<file path="config.mk">
export PLATFORM = sky130hd
export DESIGN_NAME = tss_ctrl
export DESIGN_NICKNAME = d
export VERILOG_FILES = /design/src/rtl/tss_pkg.sv /design/src/rtl/tss_ctrl.sv
export VERILOG_INCLUDE_DIRS = /design/src /design/src/rtl
export SDC_FILE = /design/constraint.sdc
export NUM_CORES = 1
export LEC_CHECK = 0
export BUFFER_PORTS_ARGS = -buffer_cell sky130_fd_sc_hd__buf_2
export CAP_MARGIN = 20
export CORE_AREA = 4 4 41 43
export CTS_BUF_LIST = sky130_fd_sc_hd__clkbuf_4
export DETAILED_ROUTE_END_ITERATION = 7
export DIE_AREA = 0 0 45 47
export GPL_ROUTABILITY_DRIVEN = 1
export HOLD_SLACK_MARGIN = 0.1
export PLACE_DENSITY = 0.57
export SETUP_SLACK_MARGIN = 0.1
export SYNTH_ARGS = -nofsm -noshare
export SYNTH_HDL_FRONTEND = slang
export SYNTH_SLANG_ARGS = --single-unit
</file>
<file path="constraint.sdc">
create_clock -name clk_i -period 4.1 [get_ports clk_i]
set_clock_uncertainty 0.1 [all_clocks]
set_input_delay 0.205 -clock clk_i [delete_from_list [all_inputs] [get_ports clk_i]]
set_output_delay 0.205 -clock clk_i [all_outputs]
set_load 0.1 [all_outputs]
</file>
<file path="src/rtl/texture_store_and_sampler_assert.svh">
// Assertion macros for the RTL files; tss_ctrl.sv includes them.
`ifndef TEXTURE_STORE_AND_SAMPLER_ASSERT_SVH
`define TEXTURE_STORE_AND_SAMPLER_ASSERT_SVH
`ifndef NO_ASSERTIONS
`define TSS_ASSERT(label, clk, rst_n, prop) \
  label: assert property (@(posedge clk) disable iff (!(rst_n)) prop) \
    else $error("texture sampler check failed");
`define TSS_ASSERT_ALWAYS(label, clk, prop) \
  label: assert property (@(posedge clk) prop) \
    else $error("texture sampler check failed");
`else
`define TSS_ASSERT(label, clk, rst_n, prop)
`define TSS_ASSERT_ALWAYS(label, clk, prop)
`endif
`endif

</file>
<file path="src/rtl/tss_pkg.sv">
`timescale 1ns / 1ps
package tss_pkg;

  localparam logic [1:0] REG_WIDTH  = 2'd0;
  localparam logic [1:0] REG_HEIGHT = 2'd1;
  localparam logic [1:0] REG_SRC    = 2'd2;
  localparam logic [1:0] REG_STORE  = 2'd3;

  localparam logic [1:0] FILT_NEAREST  = 2'd0;
  localparam logic [1:0] FILT_BILINEAR = 2'd1;
  localparam logic [1:0] FILT_COSINE   = 2'd2;
  localparam logic [1:0] FILT_BLACK    = 2'd3;

  typedef struct packed {
    logic       load;
    logic       latch;
    logic       wcalc;
    logic       issue;
    logic [1:0] corner;
    logic       acc;
  } cmd_t;

  typedef struct packed {
    logic [8:0] width;
    logic [8:0] height;
    logic [2:0] src;
    logic [2:0] store;
    logic       wr;
  } cfg_t;

  function automatic logic [16:0] cos_tab(input logic [4:0] idx);
    logic [16:0] v;
    case (idx)
      5'd0:  v = 17'd0;
      5'd1:  v = 17'd630;
      5'd2:  v = 17'd2494;
      5'd3:  v = 17'd5522;
      5'd4:  v = 17'd9598;
      5'd5:  v = 17'd14563;
      5'd6:  v = 17'd20228;
      5'd7:  v = 17'd26375;
      5'd8:  v = 17'd32768;
      5'd9:  v = 17'd39161;
      5'd10: v = 17'd45308;
      5'd11: v = 17'd50973;
      5'd12: v = 17'd55938;
      5'd13: v = 17'd60014;
      5'd14: v = 17'd63042;
      5'd15: v = 17'd64906;
      default: v = 17'd65536;
    endcase
    return v;
  endfunction

endpackage

</file>
<file path="src/rtl/tss_ctrl.sv">
`timescale 1ns / 1ps
`include "texture_store_and_sampler_assert.svh"
module tss_ctrl (
  input  logic          clk_i,
  input  logic          rst_ni,
  input  logic          start,
  input  logic          mode_i,
  output logic          busy,
  output logic          valid_o,
  output tss_pkg::cmd_t cmd_o
);
  import tss_pkg::*;

  localparam logic [2:0] ST_IDLE  = 3'd0;
  localparam logic [2:0] ST_WGT   = 3'd1;
  localparam logic [2:0] ST_ISSUE = 3'd2;
  localparam logic [2:0] ST_LAST  = 3'd3;
  localparam logic [2:0] ST_OUT   = 3'd4;

  logic [2:0] state_q, state_d;
  logic [1:0] cnt_q, cnt_d;
  logic       accept;

  assign accept  = start && !busy;
  assign busy    = !(state_q == ST_IDLE || state_q == ST_OUT);
  assign valid_o = (state_q == ST_OUT);

  always_comb begin
    state_d      = state_q;
    cnt_d        = cnt_q;
    cmd_o        = '0;
    cmd_o.load   = accept && !mode_i;
    cmd_o.latch  = accept && mode_i;
    cmd_o.corner = cnt_q;
    case (state_q)
      ST_IDLE, ST_OUT: begin
        if (accept && mode_i) begin
          state_d = ST_WGT;
        end else begin
          state_d = ST_IDLE;
        end
      end
      ST_WGT: begin
        cmd_o.wcalc = 1'b1;
        cnt_d       = 2'd0;
        state_d     = ST_ISSUE;
      end
      ST_ISSUE: begin
        cmd_o.issue = 1'b1;
        cmd_o.acc   = (cnt_q != 2'd0);
        cnt_d       = cnt_q + 2'd1;
        if (cnt_q == 2'd3) begin
          state_d = ST_LAST;
        end
      end
      ST_LAST: begin
        cmd_o.acc = 1'b1;
        state_d   = ST_OUT;
      end
      default: begin
        state_d = ST_IDLE;
      end
    endcase
  end

  always_ff @(posedge clk_i or negedge rst_ni) begin
    if (!rst_ni) begin
      state_q <= ST_IDLE;
      cnt_q   <= 2'd0;
    end else begin
      state_q <= state_d;
      cnt_q   <= cnt_d;
    end
  end

  `TSS_ASSERT(a_sample_busy, clk_i, rst_ni, (start && !busy && mode_i) |=> busy)
  `TSS_ASSERT(a_strobe_single, clk_i, rst_ni, valid_o |=> !valid_o)
  `TSS_ASSERT(a_last_then_out, clk_i, rst_ni, (state_q == ST_LAST) |=> valid_o)
  `TSS_ASSERT(a_issue_corner, clk_i, rst_ni,
              (state_q == ST_WGT) |=> (state_q == ST_ISSUE && cnt_q == 2'd0))

endmodule

</file>
[Word-level counts from Yosys, hierarchy flattened]
Cells that the tools add are included.
Storage, ports and cells
  input bits: 4
  register bits after elaboration: 5
  output and inout bits: 9
  word-level logic and storage cells: 26
Operators by class
  add/sub/neg operators: 1
  reduce and logical (&&, ||, !) cells: 10
  mux-type cells: 7
  eq/ne operators: 6
Operator list (number)
  $pmux W3 S4: 1
  $eq A3 B2 Y1 const B: 2
  $pmux W2 S2: 1
  $reduce_bool A2 Y1: 2
  $eq A3 B1 Y1 const B: 1
  $eq A3 B3 Y1 const B: 1
  $logic_and A1 B1 Y1: 3
  $logic_not A3 Y1: 1
  $mux W1: 3
  $mux W3: 1
  $add A2 B1 Y2 const B: 1
  $eq A2 B2 Y1 const B: 1
  $logic_not A1 Y1: 2
  $ne A2 B2 Y1 const B: 1
  $pmux W1 S2: 1
  $reduce_or A2 Y1: 1
  $logic_or A1 B1 Y1: 1

[Longest topological paths before layout]
  depth in word-level cells: 6
  mapped depth: 4
  mapped depth without buffers: 4

[Worst setup path after synthesis]
No wires, ideal clock.
  path kind: register to output
  start point: register cnt_q[0]
  end point: output cmd_o[0] (netlist name)
  slack: 1.022 ns
  cell stages (with the launch flop): 4
  data required time: 3.795 ns
  data arrival time: 2.773 ns
  path buffers: 0
  path through: dfrtp_1 -> inv_1 -> ha_1 -> a21oi_1
RTL lines
  from (decl): line tss_ctrl.sv:21  | logic [1:0] cnt_q, cnt_d;
  from (signal assigned): line tss_ctrl.sv:72  | cnt_q <= cnt_d;
  to (decl): line tss_ctrl.sv:10  | output tss_pkg::cmd_t cmd_o

==> results by group <==
Detailed routing
  – Post-route DRC violation count: 0
  – Final wirelength: 666 um
  – Mean routed wirelength per cell: 10.4 um
  – Avg Vias per Cell: 4.42
  – First-pass DRT Iterations: 1
  – Antenna-violating nets left: 0
  – Routed vias: 283
  – DRT iter0 DRCs: 0

Placement
  – Placed inst area: 399 um2
  – RD Place Congestion: 0.647
  – Port-buffer cells: 12
  – Post-detail-place hpwl: 537 um

Yosys
  – Distinct cell type count after synthesis: 18
  – Yosys reg bits: 5
  – Syn nets: 40
  – Cells after synthesis: 34
  – Sequential element share of the synthesized area: 0.365
  – Post-Syn Area: 343 um2
  – Synthesis Warnings: 0
  – Syn_area_per_cell: ~10 um2

Min path
  – Tightest Hold Check Type: in2reg
  – Worst Hold Depth: 3

Layout
  – Ant diodes: 0
  – Fillers: 157
  – Register area: 125 um2
  – Footprint of the multi-input gates: 180 um2
  – Final Cell Area: 439 um2
  – Layout cells sized above 1: 0.388
  – Most frequent cells in the layout: buf_2 (12), dfrtp_1 (5), inv_1 (4), nor2_1 (4), clkbuf_4 (4)
  – Final net count: 56
  – Layout Area Growth over Synthesis: 28.1%
  – Commonest non-fill, non-tap cell in the layout: buf_2

Timing
  – Slew Limit Headroom: 0.677
  – Minimum clock period: approximately 1900 ps
  – Final setup vio count: 0
  – Final Max Slew Viols: 0
  – Final worst path period share: 0.464
  – Worst-Margin Slew: 488 ps
  – Fmax: 525 MHz
  – Unrepaired setup endpoints after global routing: false
  – Hold Fails Final Rpt: 0
  – Post-route setup TNS: 0 ps

Clock network
  – CTS root buffer: clkbuf_4
  – H-tree depth: 1
  – Worst skew pair latency: 230 ps
  – Clock Pin Slew Worst Setup and Hold Paths: 40 ps
  – CTS sink cnt: 5
  – TritonCTS Buffers: 3
  – Clock Path Buffers: 2
  – CTS tree: done
  – Post-CTS Setup Bufs: 0

Global route
  – First-pass GRT wire length: approximately 1100 um
  – GRT Overall Usage: 0.0778
  – Largest net degree at the start of global routing: 13
  – Grt ovf: 0
  – Initial antenna violation count: 0
  – Number of global-route vias before repair: roughly 280

Worst setup path
  – CP max stage delay: 480 ps
  – CP Max Fanout: 11
  – Reg2reg path depth: 4
  – Critical path depth: 3
  – Worst path slowest cell: dfrtp_1
  – Worst Path Arrival: around 1600 ps
  – Worst-path cell chain: or2_4, nor3b_2, buf_2
  – Crit path max-delay family: flip-flops
  – WP buf/inv: 1
  – Critical path data required time: between 3000 and 4000 ps
  – Crit. End Element: output pin
  – R2R setup slack: ~2700 ps
  – Critical path class: reg2out
  – CP Launch Type: register

Floorplanning
  – Die ar.: approximately 2100 um2
  – Initial Util: 0.263
  – IO Pins: 13
  – Core ar.: 1300 um2
  – Site Rows: 13
  – Die X: 45 um
  – Die Ht: 47 um

Run status
  – Outcome: complete, no violations

Job
  – Max_cap viols: 0
-- area by class of cell --
class	instances	area share
multi-input cells	23	0.410
flip-flops and latches	5	0.285
repair buffers	13	0.160
clock buffers	4	0.0684
well taps	15	0.0427
inverters	4	0.0342
-- registers in the layout (all words and copies together), names as in the netlist --
| name | count |
|---|---|
| cnt_q | 2 |
| state_q | 3 |
-- worst register-to-register path, delay by kind of cell, from the launching register on --
kind            cells  cell delay, ps
compound gates      1             220
simple gates        1             190
fa+ha+maj           1             280
flops               1             410
buf+inv             1              60
-- path summary, 6_finish.rpt --
path / to / start
hold reg to reg: state_q[1] / state_q[2]
setup reg to reg: cnt_q[1] / cnt_q[0]
setup / recovery: cmd_o[6] / state_q[0]
min in group asynchronous: state_q[0] / rst_ni
hold / removal: state_q[0] / start
max in group asynchronous: state_q[1] / rst_ni
-- per-stage QoR --
stage | setup WS (ps) | utilization | cells | hold WS [ps]
after floorplan | 1020 | - | 34 | -191
after global placement | 2460 | 0.307 | 59 | -76.4
after detailed placement | 2430 | 0.307 | 59 | -78.2
after CTS | 2170 | 0.338 | 64 | 162
after global routing | 2100 | 0.338 | 64 | 203
final | 2200 | 0.338 | 64 | 170
-- cell usage after synthesis --
| master | instances | share of area |
|---|---|---|
| buf_6 | 2 | 0.066 |
| a21oi_1 | 2 | 0.029 |
| nor3b_1 | 2 | 0.044 |
| and4bb_2 | 1 | 0.036 |
| nand3b_1 | 2 | 0.044 |
| and4bb_1 | 1 | 0.036 |
| nor2_1 | 4 | 0.044 |
| a21o_1 | 1 | 0.022 |
| nor3b_2 | 1 | 0.036 |
| or2_4 | 1 | 0.026 |
| nor3_1 | 1 | 0.015 |
| nor4b_1 | 1 | 0.026 |
| a211o_1 | 2 | 0.051 |
| inv_1 | 4 | 0.044 |
| xnor2_1 | 1 | 0.026 |
| ha_1 | 2 | 0.073 |
| nand2b_1 | 1 | 0.018 |
| dfrtp_1 | 5 | 0.36 |
-- per-layer routing --
metal	up-vias	routed length, um	GRT usage
met5	-	0	0
met4	0	0	0.0877
met3	0	54	0.0115
met2	9	334	0.121
met1	126	277	0.0853
li1	148	-	-
-- logic make-up (layout without fill, tap and decap cells) --
logic type | count (synthesis) | count (layout) | synth area share
simple gates | 15 | 15 | 0.325
buf+inv | 6 | 21 | 0.109
xor+xnor | 1 | 1 | 0.0256
fa+ha+maj | 2 | 2 | 0.0730
compound gates | 5 | 5 | 0.102
flops | 5 | 5 | 0.365
-- what timing repair did --
action / in CTS / in global routing
resized for setup: 0 / 0
hold buffers: 1 / 0
endpoints found under the hold margin: 5 / 0
Power is left out: the tool's default activity adds up to more than one toggle a clock period on the data nets, which glitch-free logic cannot reach.
